<file path="src/bpts_pkg.sv">
`timescale 1ns / 1ps

package bpts_pkg;

	localparam int unsigned SEQ_LEN   = 4;
	localparam int unsigned SEQ_SLOTS = 4;
	localparam int unsigned IDX_W     = 2;

	localparam int unsigned DEB_W  = 10;
	localparam int unsigned CNT_W  = 16;
	localparam int unsigned HZ_W   = 15;
	localparam int unsigned MS_W   = 8;
	localparam int unsigned ADDR_W = 5;
	localparam int unsigned DATA_W = 32;

	localparam int unsigned QDEPTH = 4;
	localparam int unsigned QAW    = $clog2(QDEPTH);

	localparam logic [HZ_W-1:0] FB_ON_HZ  = HZ_W'(1000);
	localparam logic [HZ_W-1:0] FB_OFF_HZ = HZ_W'(600);
	localparam logic [MS_W-1:0] FB_MS     = MS_W'(120);
	localparam logic [MS_W-1:0] SEQ_MS    = MS_W'(180);

	localparam logic [DEB_W-1:0] DEB_RST      = DEB_W'(50);
	localparam logic [CNT_W-1:0] LONG_RST     = CNT_W'(500);
	localparam logic [CNT_W-1:0] INTERVAL_RST = CNT_W'(300);
	localparam logic [HZ_W-1:0]  FREQ0_RST    = HZ_W'(440);
	localparam logic [HZ_W-1:0]  FREQ1_RST    = HZ_W'(660);
	localparam logic [HZ_W-1:0]  FREQ2_RST    = HZ_W'(550);
	localparam logic [HZ_W-1:0]  FREQ3_RST    = HZ_W'(880);

	// register indexes
	localparam logic [2:0] REG_DEBOUNCE = 3'd0;
	localparam logic [2:0] REG_LONG     = 3'd1;
	localparam logic [2:0] REG_INTERVAL = 3'd2;
	localparam logic [2:0] REG_FREQ0    = 3'd3;
	localparam logic [2:0] REG_FREQ1    = 3'd4;
	localparam logic [2:0] REG_FREQ2    = 3'd5;
	localparam logic [2:0] REG_FREQ3    = 3'd6;

	// request kinds
	localparam logic [1:0] KIND_SEQ    = 2'd0;
	localparam logic [1:0] KIND_FB_ON  = 2'd1;
	localparam logic [1:0] KIND_FB_OFF = 2'd2;

	typedef struct packed {
		logic [DEB_W-1:0]                debounce;
		logic [CNT_W-1:0]                long_press;
		logic [CNT_W-1:0]                interval;
		logic [SEQ_SLOTS-1:0][HZ_W-1:0] freq;
	} cfg_t;

	typedef struct packed {
		logic [1:0]       kind;
		logic [IDX_W-1:0] idx;
		logic             led;
		logic             last;
	} req_t;

	function automatic logic [CNT_W-1:0] sat_inc(input logic [CNT_W-1:0] v);
		sat_inc = (v == {CNT_W{1'b1}}) ? v : v + CNT_W'(1);
	endfunction

	function automatic logic [IDX_W-1:0] next_idx(input logic [IDX_W-1:0] i);
		logic [IDX_W:0] n;
		n = {1'b0, i} + (IDX_W+1)'(1);
		next_idx = (n >= (IDX_W+1)'(SEQ_LEN)) ? '0 : n[IDX_W-1:0];
	endfunction

endpackage

</file>
<file path="src/bpts_regs.sv">
`timescale 1ns / 1ps

module bpts_regs (
	input  logic                        clk,
	input  logic                        arst_n,
	input  logic                        psel,
	input  logic                        penable,
	input  logic                        pwrite,
	input  logic [bpts_pkg::ADDR_W-1:0] paddr,
	input  logic [bpts_pkg::DATA_W-1:0] pwdata,
	output logic [bpts_pkg::DATA_W-1:0] prdata,
	output bpts_pkg::cfg_t              cfg
);
	import bpts_pkg::*;

	cfg_t       cfg_q;
	logic [2:0] idx;
	logic       wr;

	assign idx = paddr[ADDR_W-1:2];
	assign wr  = psel & penable & pwrite;

	always_ff @(posedge clk or negedge arst_n) begin
		if (!arst_n) begin
			cfg_q.debounce   <= DEB_RST;
			cfg_q.long_press <= LONG_RST;
			cfg_q.interval   <= INTERVAL_RST;
			cfg_q.freq[0]    <= FREQ0_RST;
			cfg_q.freq[1]    <= FREQ1_RST;
			cfg_q.freq[2]    <= FREQ2_RST;
			cfg_q.freq[3]    <= FREQ3_RST;
		end else if (wr) begin
			case (idx)
				REG_DEBOUNCE: cfg_q.debounce   <= pwdata[DEB_W-1:0];
				REG_LONG:     cfg_q.long_press <= pwdata[CNT_W-1:0];
				REG_INTERVAL: cfg_q.interval   <= pwdata[CNT_W-1:0];
				REG_FREQ0:    cfg_q.freq[0]    <= pwdata[HZ_W-1:0];
				REG_FREQ1:    cfg_q.freq[1]    <= pwdata[HZ_W-1:0];
				REG_FREQ2:    cfg_q.freq[2]    <= pwdata[HZ_W-1:0];
				REG_FREQ3:    cfg_q.freq[3]    <= pwdata[HZ_W-1:0];
				default: ;
			endcase
		end
	end

	always_comb begin
		prdata = '0;
		case (idx)
			REG_DEBOUNCE: prdata = DATA_W'(cfg_q.debounce);
			REG_LONG:     prdata = DATA_W'(cfg_q.long_press);
			REG_INTERVAL: prdata = DATA_W'(cfg_q.interval);
			REG_FREQ0:    prdata = DATA_W'(cfg_q.freq[0]);
			REG_FREQ1:    prdata = DATA_W'(cfg_q.freq[1]);
			REG_FREQ2:    prdata = DATA_W'(cfg_q.freq[2]);
			REG_FREQ3:    prdata = DATA_W'(cfg_q.freq[3]);
			default:      prdata = '0;
		endcase
	end

	assign cfg = cfg_q;

endmodule

</file>
<file path="src/bpts_front.sv">
`timescale 1ns / 1ps

module bpts_front (
	input  logic           clk,
	input  logic           arst_n,
	input  bpts_pkg::cfg_t cfg,
	input  logic           accept,
	input  logic           raw_level,
	output logic [1:0]     push_cnt,
	output bpts_pkg::req_t req0,
	output bpts_pkg::req_t req1
);
	import bpts_pkg::*;

	logic             prev_q, stable_q, auto_q;
	logic [CNT_W-1:0] since_change_q, press_q, since_auto_q;
	logic [IDX_W-1:0] seq_q;

	logic [CNT_W-1:0] since_change_n, press_n, since_auto_n, press_inc, auto_inc;
	logic             deb, press_res, auto_res, auto_n, long_press;
	logic [IDX_W-1:0] seq_mid, seq_n;
	req_t             press_req, auto_req;

	always_comb begin
		since_change_n = (raw_level != prev_q) ? '0 : sat_inc(since_change_q);
		press_inc      = sat_inc(press_q);
		auto_inc       = sat_inc(since_auto_q);
		deb = (since_change_n > CNT_W'(cfg.debounce)) && (stable_q != raw_level);
		long_press = press_inc >= cfg.long_press;

		press_n   = press_inc;
		auto_n    = auto_q;
		seq_mid   = seq_q;
		press_res = 1'b0;
		press_req = '0;

		if (deb) begin
			if (!raw_level) begin
				press_n = '0;
			end else if (long_press) begin
				auto_n         = ~auto_q;
				press_res      = 1'b1;
				press_req.kind = auto_n ? KIND_FB_ON : KIND_FB_OFF;
				press_req.led  = auto_n;
			end else begin
				press_res      = 1'b1;
				press_req.kind = KIND_SEQ;
				press_req.idx  = seq_q;
				press_req.led  = auto_q;
				seq_mid        = next_idx(seq_q);
			end
		end

		auto_res      = auto_n && (auto_inc >= cfg.interval);
		since_auto_n  = auto_res ? '0 : auto_inc;
		seq_n         = auto_res ? next_idx(seq_mid) : seq_mid;
		auto_req.kind = KIND_SEQ;
		auto_req.idx  = seq_mid;
		auto_req.led  = auto_n;
		auto_req.last = 1'b1;

		press_req.last = !auto_res;
		req0     = press_res ? press_req : auto_req;
		req1     = auto_req;
		push_cnt = {1'b0, press_res} + {1'b0, auto_res};
		if (!accept) begin
			push_cnt = 2'd0;
		end
	end

	always_ff @(posedge clk or negedge arst_n) begin
		if (!arst_n) begin
			prev_q         <= 1'b1;
			stable_q       <= 1'b1;
			auto_q         <= 1'b0;
			since_change_q <= '0;
			press_q        <= '0;
			since_auto_q   <= '0;
			seq_q          <= '0;
		end else if (accept) begin
			prev_q         <= raw_level;
			if (deb) begin
				stable_q <= raw_level;
			end
			auto_q         <= auto_n;
			since_change_q <= since_change_n;
			press_q        <= press_n;
			since_auto_q   <= since_auto_n;
			seq_q          <= seq_n;
		end
	end

endmodule

</file>
<file path="src/bpts_queue.sv">
`timescale 1ns / 1ps

module bpts_queue (
	input  logic           clk,
	input  logic           arst_n,
	input  logic [1:0]     push_cnt,
	input  bpts_pkg::req_t req0,
	input  bpts_pkg::req_t req1,
	output logic           room2,
	output logic           head_valid,
	output bpts_pkg::req_t head,
	input  logic           pop
);
	import bpts_pkg::*;

	req_t           mem [QDEPTH];
	logic [QAW-1:0] wr_q, rd_q;
	logic [QAW:0]   count_q;
	logic [QAW-1:0] wr_p1;

	assign wr_p1      = wr_q + QAW'(1);
	assign room2      = count_q <= (QAW+1)'(QDEPTH - 2);
	assign head_valid = count_q != '0;
	assign head       = mem[rd_q];

	always_ff @(posedge clk) begin
		if (push_cnt != 2'd0) begin
			mem[wr_q] <= req0;
		end
		if (push_cnt == 2'd2) begin
			mem[wr_p1] <= req1;
		end
	end

	always_ff @(posedge clk or negedge arst_n) begin
		if (!arst_n) begin
			wr_q    <= '0;
			rd_q    <= '0;
			count_q <= '0;
		end else begin
			wr_q    <= wr_q + QAW'(push_cnt);
			if (pop) begin
				rd_q <= rd_q + QAW'(1);
			end
			count_q <= count_q + (QAW+1)'(push_cnt) - (QAW+1)'(pop);
		end
	end

endmodule

</file>
<file path="src/bpts_back.sv">
`timescale 1ns / 1ps

module bpts_back (
	input  logic                      clk,
	input  logic                      arst_n,
	input  bpts_pkg::cfg_t            cfg,
	input  logic                      head_valid,
	input  bpts_pkg::req_t            head,
	output logic                      pop,
	output logic                      out_valid,
	input  logic                      out_stall,
	output logic [bpts_pkg::HZ_W-1:0] tone_hz,
	output logic [bpts_pkg::MS_W-1:0] tone_ms,
	output logic                      led_on,
	output logic                      last_of_tick
);
	import bpts_pkg::*;

	logic            valid_q, led_q, last_q;
	logic [HZ_W-1:0] hz_q, hz_n;
	logic [MS_W-1:0] ms_q, ms_n;

	assign pop = head_valid && (!valid_q || !out_stall);

	always_comb begin
		case (head.kind)
			KIND_SEQ: begin
				hz_n = cfg.freq[head.idx];
				ms_n = SEQ_MS;
			end
			KIND_FB_ON: begin
				hz_n = FB_ON_HZ;
				ms_n = FB_MS;
			end
			KIND_FB_OFF: begin
				hz_n = FB_OFF_HZ;
				ms_n = FB_MS;
			end
			default: begin
				hz_n = '0;
				ms_n = '0;
			end
		endcase
	end

	always_ff @(posedge clk or negedge arst_n) begin
		if (!arst_n) begin
			valid_q <= 1'b0;
		end else if (!valid_q || !out_stall) begin
			valid_q <= head_valid;
		end
	end

	always_ff @(posedge clk) begin
		if (pop) begin
			hz_q   <= hz_n;
			ms_q   <= ms_n;
			led_q  <= head.led;
			last_q <= head.last;
		end
	end

	assign out_valid    = valid_q;
	assign tone_hz      = hz_q;
	assign tone_ms      = ms_q;
	assign led_on       = led_q;
	assign last_of_tick = last_q;

endmodule

</file>
<file path="src/button_press_tone_sequencer_unit.sv">
`timescale 1ns / 1ps

// channel | signals                                   | direction
// --------+-------------------------------------------+----------
// in      | in_valid, in_stall, raw_level             | request in
// out     | out_valid, out_stall, tone_hz, tone_ms,   | request out
//         | led_on, last_of_tick                      |
// cfg     | psel, penable, pwrite, paddr, pwdata,     | APB write/read
//         | prdata, pready                            |
// Unless stalled, one tick is taken per cycle; the front updates every counter.
// Results pass a four-entry queue and leave through a registered output stage,
// one per cycle unless out_stall holds them; each is queued, then registered.
// in_stall rises when the queue has room for fewer than two requests.
// Reset clears counters, pointers and valid flag, and loads register defaults.

module button_press_tone_sequencer_unit (
	input  logic                        clk,
	input  logic                        arst_n,
	input  logic                        in_valid,
	output logic                        in_stall,
	input  logic                        raw_level,
	output logic                        out_valid,
	input  logic                        out_stall,
	output logic [bpts_pkg::HZ_W-1:0]   tone_hz,
	output logic [bpts_pkg::MS_W-1:0]   tone_ms,
	output logic                        led_on,
	output logic                        last_of_tick,
	input  logic                        psel,
	input  logic                        penable,
	input  logic                        pwrite,
	input  logic [bpts_pkg::ADDR_W-1:0] paddr,
	input  logic [bpts_pkg::DATA_W-1:0] pwdata,
	output logic [bpts_pkg::DATA_W-1:0] prdata,
	output logic                        pready
);
	import bpts_pkg::*;

	cfg_t       cfg;
	req_t       req0, req1, head;
	logic [1:0] push_cnt;
	logic       room2, head_valid, pop, accept;

	assign pready   = 1'b1;
	assign in_stall = !room2;
	assign accept   = in_valid && room2;

	bpts_regs u_regs (
		.clk    (clk),
		.arst_n (arst_n),
		.psel   (psel),
		.penable(penable),
		.pwrite (pwrite),
		.paddr  (paddr),
		.pwdata (pwdata),
		.prdata (prdata),
		.cfg    (cfg)
	);

	bpts_front u_front (
		.clk      (clk),
		.arst_n   (arst_n),
		.cfg      (cfg),
		.accept   (accept),
		.raw_level(raw_level),
		.push_cnt (push_cnt),
		.req0     (req0),
		.req1     (req1)
	);

	bpts_queue u_queue (
		.clk       (clk),
		.arst_n    (arst_n),
		.push_cnt  (push_cnt),
		.req0      (req0),
		.req1      (req1),
		.room2     (room2),
		.head_valid(head_valid),
		.head      (head),
		.pop       (pop)
	);

	bpts_back u_back (
		.clk         (clk),
		.arst_n      (arst_n),
		.cfg         (cfg),
		.head_valid  (head_valid),
		.head        (head),
		.pop         (pop),
		.out_valid   (out_valid),
		.out_stall   (out_stall),
		.tone_hz     (tone_hz),
		.tone_ms     (tone_ms),
		.led_on      (led_on),
		.last_of_tick(last_of_tick)
	);

endmodule

</file>
<file path="config.mk">
export PLATFORM = sky130hd
export DESIGN_NAME = button_press_tone_sequencer_unit
export DESIGN_NICKNAME = d
export VERILOG_FILES = /design/src/bpts_pkg.sv /design/src/bpts_regs.sv /design/src/bpts_front.sv /design/src/bpts_queue.sv /design/src/bpts_back.sv /design/src/button_press_tone_sequencer_unit.sv
export SDC_FILE = /design/constraint.sdc
export NUM_CORES = 1
export LEC_CHECK = 0
export BUFFER_PORTS_ARGS = -buffer_cell sky130_fd_sc_hd__buf_2
export CORE_MARGIN = 5
export CORE_UTILIZATION = 50
export DETAILED_ROUTE_END_ITERATION = 7
export MAX_ROUTING_LAYER = met4
export PLACE_DENSITY = 0.69
export SLEW_MARGIN = 20
export SYNTH_ARGS = -nofsm -noshare
export SYNTH_HDL_FRONTEND = slang
export SYNTH_SLANG_ARGS = --single-unit
</file>
<file path="constraint.sdc">
create_clock -name clk -period 7.55 [get_ports clk]
set_clock_uncertainty 0.15 [all_clocks]
set_input_delay 1.51 -clock clk [delete_from_list [all_inputs] [get_ports clk]]
set_output_delay 1.51 -clock clk [all_outputs]
set_load 0.01 [all_outputs]
</file>
==> run summary, run 1 <==
The switching fraction of total power is between 30% and 40%. The hold violation total from the final report is 0. The count of H-tree levels built during CTS is 1. The clock share of power came out at between 20% and 30%. The synthesized netlist cell count came out at between 1k and 1.5k. The first-pass GRT wire length is ~45 mm.

The smallest setup slack after layout came out at 0.7640 ns. The count of cells in the finished layout, fillers not included, comes to 1536. The mapped netlist covers roughly 12000 µm². The critical path goes through and4_1 > and4_1 > nand4_1 > or3_1 > nand2b_1 > xnor2_1 > ha_1 > a2111oi_0 > o21ai_0 > a221oi_1 > o21ai_0 > ha_1 > inv_1 > a211o_1 > o211ai_2 > inv_1 > ha_1 > o21ai_0 > or3b_2 > and2_1 > inv_1. The largest voltage drop on the vdd net is 0.0001733 V. The maximum fanout count along the critical path is 24. The clock period could shrink to slightly below 7 ns. In this run the worst hold path is classified as reg2reg. The total number of clock tree sinks is 207. After synthesis, the cell types taking the most area are dfrtp_1 28%, edfxtp_1 8.1%, mux2_2 7.4%. The critical path arrival is around 7 ns. The area share of the largest cell type after synthesis came out at around 28%. The placed wire-length estimate came out at approximately 20 mm. STA classifies the critical path endpoint as a flip-flop.

The die outline area came out at around 27000 µm². In the routed design, unresolved DRC markers number 0. The global router's overall resource usage came out at a little over a fifth. Once placement completed, the tool counted placed cells totaling around 1.5k.

The origin of the worst min-delay path is u_queue.mem[0][4]. The pin count of the biggest net entering global routing is 94. By startpoint and endpoint, the worst setup path is classified as reg2reg. The area growth from synthesis to layout is 11.48%.

The analysis attributes to cell leakage a power of 0.005825 µW. The core occupancy in the finished layout came out at a little under three fifths. The number of synthesized flops with an enable pin came out at 32. The y dimension of the die is around 160 µm.

The part of the total power dissipated in combinational logic came out at between 20% and 30%. The remaining number of nets flagged by the antenna check after routing came out at 0. The delay of the slowest critical-path stage is about 0.57 ns. The hold path depth is 2.

The largest individual stage delay along the critical path comes from the cell or3b_2. The count of antenna diodes in the layout came out at 0. The kind of cell with the highest combined delay along the critical path is simple AND/OR/NAND/NOR gates. The worst register-to-register path begins at u_front.press_q[3].

Buffers inserted to repair hold after CTS numbered 0. The port buffer count came out at 67. The proportion of synthesized chip area in sequential cells came out at 45.01%.

The worst slack on hold paths is 0.3055 ns. Clock tree synthesis inserted a total of 23 buffers. The final net count came out at ~1.3k.

The number of gates resized after cts is 0. Setup violations remaining at the end of the flow were counted as 0. The final estimated routing congestion in global placement is slightly below 0.9.

The path with the worst hold slack has its endpoint at u_queue.mem[0][4]. The clock-pin slew on the worst setup and hold paths is 0.06 ns. The flow ran to the end, and the final reports show no timing, DRC or antenna violations.

For this configuration, the core starts out at a cell density of approximately half. The register-to-register setup slack is 0.76 ns. Counting cells, the worst reg-to-reg path comes to 21. After floorplanning, the core was divided into 56 placement rows. The worst path buffer plus inverter count came out at 3. The via count of the first global-routing pass came out at between 8k and 9k. The slew at the pin closest to its max-slew limit came out at ~1.1 ns. The post-route fraction of the period consumed by the critical path came out at between 80% and 90%. Max-cap violations in this run came to 0. The maximum buffer depth of the clock tree is 3. Pin placement for this block handled ~110 I/O pins.

The wire length per cell after detailed routing came out at 17.99 µm. The average footprint of a synthesized cell is around 10 µm². In the final layout, the share of cells above drive strength 1 is between 20% and 30%.

For this run, the leading register cell type out of synthesis is dfrtp_1. After clock tree synthesis, the setup repair step added 0 buffers. The maximum operating frequency is around 0.15 GHz.

The total overflow reported by the global router came out at 0. For the worst setup path, the data required time is around 7.6 ns. The first-pass iteration count of the detailed router is 5. Summing over every cut layer, the via total after detailed routing is 8758.

After floorplanning, the core was sized to cover between 20000 and 25000 µm². The total routed wirelength is 27.64 mm. The share of flip-flops with an asynchronous set or reset after synthesis is about four fifths. Synthesis instantiated between 60 and 70 different standard cells from the library. CTS placed an instance of clkbuf_16 at the clock tree root. The library cell used most frequently in the layout, excluding fill and tap cells, is nand2_1. The count of warnings emitted by yosys is 0. OpenSTA, run right after detailed placement, puts the worst setup slack at 0.8214 ns. The headroom to the max-slew limit came out at between 20% and 30%. The portion of total power attributed to sequential cells is around two fifths. dfrtp_1 takes more of the synthesized area than any other cell. The internal power summed over all cells came out at about 2700 µW.

The iteration-0 DRC count of the detailed router is between 700 and 800. The worst setup path is launched from a flip-flop. The net switching power is about 1300 µW. Dividing the detail-routed via count by the number of cells gives 5.702.

The clock insertion delay at the later pin of the skew report is 0.51 ns. Dividing total power by cell area gives a power density of roughly 300 nW/µm². In this run the critical register-to-register path is captured at u_queue.mem[1][2]. The width of the die is about 160 µm. The number of storage elements in the synthesis netlist is just over 200. In the layout the commonest cells are 134 x nand2_1, 130 x dfrtp_1, 78 x mux2_2, 74 x inv_1, 73 x o21ai_0.

TritonCTS built the clock tree. The number of antenna violations at the first check in global routing came out at 0. The number of pins with negative max-slew slack in the final report came out at 0. Setup repair after global routing left no endpoint under its margin. For the final routed database, the setup TNS stands at 0 ns.
## worst max-delay path by stage
stage / start / endpoint / slack (ns) / depth (start not counted)
after floorplan: u_front.press_q[3] / u_queue.mem[2][1] / 1.84 / 24
after global placement: raw_level / u_queue.mem[1][2] / 0.87 / 17
after detailed placement: u_front.press_q[3] / u_queue.mem[1][2] / 0.82 / 22
after CTS: u_front.press_q[3] / u_queue.mem[1][2] / 0.78 / 21
after global routing: u_front.press_q[3] / u_queue.mem[0][0] / 0.17 / 22
final: u_front.press_q[3] / u_queue.mem[1][2] / 0.76 / 21
## flip-flops by register name, indices dropped and copies added (netlist names), 2 cells and up
name	cells
u_back.tone_hz	15
u_back.tone_ms	3
u_front.press_q	16
u_front.seq_q	2
u_front.since_auto_q	16
u_front.since_change_q	16
u_queue.count_q	3
u_queue.mem	24
u_queue.rd_q	2
u_queue.wr_q	2
u_regs.cfg	102
## cells in the mapped netlist (all sizes together), types with 18 or more instances
cell type / count
o21ai: 78
nand4: 22
buf: 35
nor2: 71
dfstp: 33
a21o: 18
inv: 75
ha: 58
edfxtp: 32
a22o: 19
nand2: 135
mux2: 78
and2: 18
mux2i: 24
a21oi: 47
xnor2: 27
mux4: 23
clkbuf: 39
dfrtp: 130
nand3: 33
## layer usage
| metal | vias to the layer above | global-route usage [%] | share of wire [%] | wire length, µm |
|---|---|---|---|---|
| met5 | - | - | 0 | 0 |
| li1 | 4179 | - | - | - |
| met3 | 48 | 2.535 | 5.4 | 1489 |
| met2 | 231 | 33.93 | 47 | 12870 |
| met4 | 0 | 4.918 | 2.2 | 601 |
| met1 | 4300 | 29.52 | 46 | 12670 |
## tightest hold or removal path: cells and delay by family, from the launching register on
family | cells | cell delay (ns)
simple gates | 1 | 0.04
flops | 1 | 0.33
compound gates | 1 | 0.05
## cells by family (layout without fill, tap and decap cells)
family | Yosys count | after routing | share of synthesized area (%)
buf+inv | 149 | 194 | 5.534
fa+ha+maj | 59 | 59 | 6.307
flops | 207 | 207 | 45.01
xor+xnor | 41 | 41 | 3.037
simple gates | 345 | 345 | 13.87
compound gates | 227 | 227 | 12.31
mux | 125 | 125 | 13.87
other cells | 2 | 19 | 0.06352
## power by group through the flow
stage | Combinational (µW) | Clock (µW) | Sequential, µW
final | 1180 | 1190 | 1660
after global routing | 1330 | 1260 | 1700
after floorplan | 893 | 0 | 1610
after CTS | 1200 | 1210 | 1660
after global placement | 1160 | 0 | 1670
after detailed placement | 1190 | 0 | 1680
## final cells by class
type | count | area, µm²
Timing Repair Buffer | 77 | 416.7
Sequential cell | 207 | 5321
Fill cell | 2046 | 10220
Clock buffer | 35 | 733.2
Clock inverter | 7 | 88.84
Tap cell | 319 | 399.1
Inverter | 75 | 281.5
Multi-Input combinational cell | 816 | 5941
## per-stage QoR
step                total power [µW]  instance area [µm²]
floorplan                       2508                11890
global placement                2825                12360
detailed placement              2868                12360
CTS                             4071                13180
global route                    4289                13180
finish                          4039                13180
Power figures use the tool's default switching activity.
==> inputs of run 2 (changes only) <==
Settings changed: ABC_AREA from default to 1.
==> run 2 against run 1 <==
Net effect: via count up 13%; global-route usage up 1.7 points; routed wire length up 7.7%; worst setup slack better by 1.1 ns; final cell count up 21%; core utilization down 0.33 points; die area up 0.57%; clock power down 9%; first-iteration DRC count up 13%; clock-buffer cell count down 2; largest cell class unchanged.
==> run summary, run 2 <==
The iteration-0 DRC count of the detailed router came out at around 800. Cells with a size suffix above 1 make up about an eighth of the layout. The analysis attributes to cell leakage a power of 0.006132 µW. The minimum clock period is ~5.6 ns. The maximum operating frequency came out at roughly 0.18 GHz.

TritonCTS built the clock tree. The number of inserted filler cells in the final layout came out at approximately 2.1k. The number of storage elements in the synthesis netlist came out at 207. The endpoint class of the critical path is a flip-flop.

Of the synthesized area, sequential elements account for approximately 45%. The number of antenna violations at the first check in global routing is 2. The starting density of the core came out at between 50% and 60%.

After detailed routing, the average wire length per cell comes to 15.98 µm. The internal power summed over all cells is between 2000 and 3000 µW. Setup repair after global routing left no endpoint under its margin. The y dimension of the die came out at between 150 and 200 µm.

The required time of the critical path is about 7.8 ns. The area share of the largest cell type after synthesis came out at between 20% and 30%. The clock-pin slew on the worst setup and hold paths came out at around 0.06 ns.

The count of warnings emitted by yosys came out at 0. The maximum buffer depth of the clock tree is 3. The portion of total power attributed to sequential cells came out at between 30% and 40%. The number of pins with negative max-slew slack in the final report came out at 0. Across every metal layer, demand over resource in global routing totals between 20% and 30%. The most common cell in the synthesized netlist is nand2_1. The path type of the worst min-delay path is reg2reg. Net switching is about two fifths of the power. The total overflow reported by the global router came out at 0.

The average footprint of a synthesized cell came out at 8.060 µm². The critical path arrival is between 5 and 6 ns. The library cells used most frequently in the layout, excluding fill and tap cells, are 311 x nand2_1, 217 x inv_1, 183 x o21ai_0, 130 x dfrtp_1. The most area-hungry cell type in the Yosys netlist is dfrtp_1. The slew at the pin closest to its max-slew limit came out at between 0.9 and 1 ns. The hold violation total from the final report came out at 0. Across the whole layout, storage elements account for 5321 µm². The count of endpoints failing setup in the final report is 0. The clock tree root driver cell is clkbuf_16.

After routing, the total negative slack on setup checks comes to 0 ns. The maximum fanout count along the critical path came out at 18. The synthesized netlist cell count is around 1.5k.

The synthesized design contains 32 enable-type register cells. The die outline area came out at 26980 µm². The number of placement rows came out at 56.

The headroom to the max-slew limit is approximately a third. Compared with the post-synthesis result, the final layout area differs by 10.48%. Per report_power, the clock group accounts for 24.4% of the total. Counting the buffers created by CTS gives 23.

The part of the total power dissipated in combinational logic came out at between 30% and 40%. The number of flip-flops under the largest register name came out at ~100. The main flop type after synthesis is dfrtp_1.

The pin count of the biggest net entering global routing came out at 84. The total number of clock tree sinks came out at 207. The setup fix buffers added after clock tree synthesis came out at 0. Dividing the detail-routed via count by the number of cells gives 5.327. The distinct cell type count of the synthesized netlist is between 50 and 60.

The total routed wirelength is slightly below 30 mm. By startpoint and endpoint, the worst setup path is classified as in2reg. The worst slack on hold paths is ~0.32 ns. The clock insertion delay at the later pin of the skew report came out at roughly 0.52 ns. The first-pass GRT wire length came out at 48.39 mm. The net switching power is about 1700 µW. The area of placed instances came out at 12420 µm². The design area came out at around 13000 µm². The port buffer count is 67.

The via count of the first global-routing pass was 9157. The share of flip-flops with an asynchronous set or reset after synthesis is about four fifths. In this run the number of H-tree levels came out at 1. The number of top-level pins came out at 105. Sorting the synthesized cells by area gives the leading types as dfrtp_1 27%, nand2_1 9.8%, edfxtp_1 8.1%. The remaining number of nets flagged by the antenna check after routing is 0. The flow ran to the end, and the final reports show no timing, DRC or antenna violations. After synthesis the cells add up to 11900 µm². In this run the standard cell core region covers 23470 µm².

The reported max-cap violation count came out at 0. The final estimated routing congestion in global placement is 0.9213. Measured along the x axis, the die boundary spans 164.3 µm. The remaining design rule violation count is 0. The first-pass iteration count of the detailed router came out at 5. The total via count after detailed routing is 9929.

Counting instances in the post-synthesis netlist gives the leading cell types as 311 x nand2_1, 218 x inv_1, 183 x o21ai_0. VDD sags by at most 0.0001857 V. Gates resized during post-CTS repair numbered 0. The multi-input combinational cells in the finished layout cover a total of ~5400 µm². STA classifies the critical path startpoint as an input port. The final critical path takes up 74.76% of the cycle. Leaving out fill and tap cells, the most frequent cell in the layout is nand2_1. The final net count is roughly 1.6k. After legalization and detailed placement, the total HPWL measured approximately 22 mm. The post-cts hold buffer count is 0. The power per cell area is 336.7 nW/µm².
==> run 2: cell count changes after synthesis, moves of 17 or more <==
cell     change
inv_1      +144
mux2_2      -78
a22o_1      -19
o22ai_1     +21
nand3_1     +35
and2_1      -18
o21ai_0    +110
mux2i_1     -23
xnor2_1     -24
a21oi_1     +27
a21o_1      -17
mux4_2      -23
nand2_1    +177
==> run 2: stage by stage <==
step / std cells / worst slack, ns / utilization [%] / power [µW]
final: 1864 / 1.905 / 55.99 / 4425
after global routing: 1864 / 1.347 / 55.99 / 4776
after CTS: 1862 / 1.830 / 55.96 / 4452
after detailed placement: 1820 / 1.430 / 52.89 / 3352
after global placement: 1820 / 1.445 / 52.89 / 3290
after floorplan: 1493 / 2.327 / - / 2872
==> run 2: cell type report <==
type                       count  area share [%]
multi-input combinational    990           41.28
sequential                   207           40.49
inverter                     226           6.455
clock buffer                  33           4.741
timing repair buffer          78           3.227
tap                          319           3.037
clock inverter                 9          0.7331
antenna                        2         0.03808
==> run 2: layer usage <==
metal	share of wire (%)	routed length (µm)	vias to the layer above	GRT usage, %
met4	2.8	837	0	6.748
li1	-	-	4973	-
met2	45	13430	302	34.38
met5	0	0	-	-
met1	45	13530	4600	33.08
met3	6.7	1987	54	2.936
==> run 2: path summary, 6_finish.rpt <==
check                                    from                       end  slack, ns  cells after the start
max                                 raw_level        u_queue.count_q[2]       1.91                     27
min                        u_queue.count_q[2]        u_queue.count_q[2]       0.32                      1
max reg2reg                u_front.press_q[1]        u_queue.count_q[2]       1.98                     28
min reg2reg                u_queue.count_q[2]        u_queue.count_q[2]       0.32                      1
max in group asynchronous              arst_n           u_queue.rd_q[1]       5.24                      2
min in group asynchronous              arst_n  u_front.since_auto_q[10]       0.89                      1
==> run 2: cells by family after synthesis <==
logic type / Yosys count / synth area share [%]
simple gates: 527 / 19.56
compound gates: 356 / 16.91
buf+inv: 296 / 10.27
flops: 207 / 44.73
fa+ha+maj: 59 / 6.268
xor+xnor: 29 / 2.198
other cells: 2 / 0.06313
==> run 2: worst max-delay path, stage by stage <==
cell and delay, ns:
buf_2 0.13, xnor2_2 0.45, inv_1 0.28, a211oi_1 0.47, ha_1 0.33, nand2_1 0.09, a21oi_1 0.04, nor2_1 0.11
nand2_1 0.06, nand2_1 0.05, nand2_1 0.04, nand2_1 0.08, nand2_1 0.08, nor2_4 0.10, nand2_4 0.10, nand3b_2 0.12
nand2_4 0.08, nand2_4 0.25, inv_2 0.08, ha_1 0.33, inv_1 0.05, nor2_1 0.14, ha_1 0.16, inv_1 0.05
fa_1 0.38, xnor2_1 0.20, xor2_1 0.15
==> run 2: power by group through the flow <==
stage	Combinational, µW	Sequential, µW	Clock [µW]
after floorplan	1180	1690	0
after global placement	1580	1710	0
after detailed placement	1630	1720	0
after CTS	1640	1700	1110
after global routing	1880	1740	1150
final	1640	1700	1080
==> inputs of run 3 (changes only) <==
Clock period 7.55 ns to 5.2 ns, I/O delays scaled along.
==> run 3 against run 2 <==
Net effect: register-to-register slack got worse by 1.6 ns; clock power grew 50%; global-route usage hardly changed; flip-flop and latch count unchanged; final cell count increased by 0.43%; critical endpoint unchanged; highest routed layer unchanged; combinational power increased by 51%; non-clock buffer count up 9.
==> run summary, run 3 (same netlist as run 2, synthesis figures left out) <==
The run finished with clean final reports. The number of antenna violations at the first check in global routing was 1. The die outline area came out at around 27000 µm². The total overflow reported by the global router came out at 0. The clock tree root driver cell is clkbuf_16.

The number of placed instances, taps included is about 1.8k. The post-cts hold buffer count is 0. The critical path arrival came out at a little over 5 ns. The hold violation total from the final report is 0. The register-to-register setup slack came out at around 0.36 ns. The later pin in the worst-skew pair is clocked with a latency of roughly 0.52 ns. Counting stages on the worst path, the most repeated cell is ha_1. The ratio of cells with drive above 1 in the final layout came out at ~14%. At the placement stage, the worst setup path has a slack of 0.07918 ns. The leakage power figure came out at a little over 0.006 µW. For this run, the slowest stage of the critical path takes 0.44 ns.

Dividing the detail-routed wire length by the instance count gives about 16 µm. The library cells used most frequently in the layout, excluding fill and tap cells, are 308 x nand2_1, 217 x inv_1, 182 x o21ai_0, 130 x dfrtp_1, 72 x a21oi_1. STA classifies the critical path startpoint as a flip-flop. Measured on the finished design, the core utilization comes to 57.09%. VDD sags by at most around 0.00024 V. The number of placement rows is 56. The number of inserted filler cells in the final layout came out at 2133. The pin count of the biggest net entering global routing is between 90 and 100. Setup violations remaining at the end of the flow were counted as 0.

After legalization and detailed placement, the total HPWL measured around 22 mm. The endpoint identified for the worst register-to-register timing path is u_queue.count_q[2]. The width of the die came out at roughly 160 µm. The port buffer count is 67. The starting density of the core is between 50 and 60%.

Across the run, the number of max-cap violations was 0. The first-pass iteration count of the detailed router is 5. The number of vias per cell is 5.382.

The min-delay analysis places its worst path in the category reg2reg. On the critical path, the stage with the largest delay is an instance of fa_1. In the final timing run, aggregate negative setup slack is 0 ns. Measured in cells, the most critical reg-to-reg path has a length of 28. After layout, the worst path uses 93.04% of the clock period. The synthesis-to-layout area growth came out at 12.65%.

The count of H-tree levels built during CTS came out at 1. The worst setup path is captured at a flip-flop. Excluding fillers, the count of instances in the completed layout stands at between 1.5k and 2k. The slew at the pin closest to its max-slew limit is roughly 1.1 ns. The total routed wirelength came out at 29.94 mm. The area taken by flip-flops and latches is around 5300 µm².

The number of top-level pins is roughly 110. The worst setup path is of the reg2reg kind. For this run, the top clock speed supported by timing is 0.2067 GHz. The destination of the critical timing path is u_queue.count_q[2]. The critical path startpoint is u_front.press_q[1]. The detail route stage leaves a number of antenna-violating nets equal to 0.

Measured along the y axis, the die boundary spans 164.3 µm. The number of flip-flops under the largest register name is a little over 100. The final estimated routing congestion in global placement came out at around 0.94. The maximum buffer depth of the clock tree is 3.

Headroom to the max-slew limit came out at between 20% and 30%. In the final layout, the multi-input gates occupy 5569 µm². The TritonCTS buffer count came out at 23. The remaining design rule violation count is 0. The detailed router finished its first iteration with roughly 760 violations. The first global-routing pass estimated 48.78 mm of wire. The total via count after detailed routing is 10.08k. The number of pins with negative max-slew slack in the final report was 0. The worst register-to-register path begins at u_front.press_q[1]. After layout, the minimum clock period comes to ~4.8 ns.

The global router's overall resource usage is between 20% and 30%. The clock-pin slew on the worst setup and hold paths came out at ~0.060 ns. The net count of the finished layout is about 1.6k.

The total number of clock tree sinks came out at between 200 and 250. The via count of the first global-routing pass is approximately 9.4k. At the worst endpoint, the required time is 5.45 ns. The library cell used most frequently in the layout, excluding fill and tap cells, is nand2_1.

The worst hold path begins at u_queue.mem[1][5]. The maximum fanout count along the critical path came out at 5. Across all setup checks in the final design, the least slack found is between 0.3 and 0.4 ns. The TritonCTS clock tree is yes. The hold path depth came out at 2. The region available for standard cell placement spans 23470 µm². The power per cell area is 490.1 nW/µm².
run 3: changes by cell type in the layout (fill, tap and decap cells not counted), moves of 5 or more:
cell    delta
buf_4      +8
nor2_1     -5
nor3_1     -5
nor3_2     +5
run 3: critical path: cells and delay by family, from the launching register on:
family                   cells  cell delay, ns
adder cells (fa/ha/maj)      6            1.67
AND/OR/NAND/NOR             13            1.45
XOR/XNOR                     3            0.55
flip-flops                   1            0.35
buffers and inverters        4            0.28
AO/OA/AOI/OAI                2            0.27
run 3: worst min path at each step:
stage,to
3_5_place_dp,u_queue.mem[2][5]
2_1_floorplan,u_queue.mem[1][4]
5_1_grt,u_queue.mem[2][5]
4_1_cts,u_queue.mem[2][5]
6_report,u_queue.mem[1][5]
3_3_place_gp,u_queue.mem[2][4]
run 3: cell type report:
class                           count  share of cell area [%]
Multi-Input combinational cell    990                   41.56
Clock buffer                       34                   4.902
Clock inverter                      8                  0.7469
Antenna cell                        1                 0.01867
Timing Repair Buffer               87                   3.762
Tap cell                          319                   2.978
Inverter                          226                   6.330
Sequential cell                   207                   39.71
run 3: per-layer routing:
metal	global-route usage [%]	routed length, µm
met5	-	0
met4	6.405	801
met3	3.413	2017
met2	34.71	13480
met1	32.76	13640
run 3: timing repair:
item / in CTS / in global routing
resized for setup: 0 / 30
buffers inserted: 0 / 4
setup endpoints to repair: 0 / 39
run 3: report_power, final:
| group | total (µW) | switching, µW | internal [µW] |
|---|---|---|---|
| Clock | 1620 | 646 | 976 |
| Combinational | 2480 | 1630 | 856 |
| Sequential | 2460 | 282 | 2180 |
run 3: through the flow:
step                      power [µW]  area, µm²  hold slack (ns)
after global placement          4802      12470           0.2917
after floorplan                 4170      11960           0.2781
after CTS                       6531      13220           0.3118
after detailed placement        4884      12470           0.2958
final                           6569      13400           0.3143
after global routing            7085      13400           0.3313
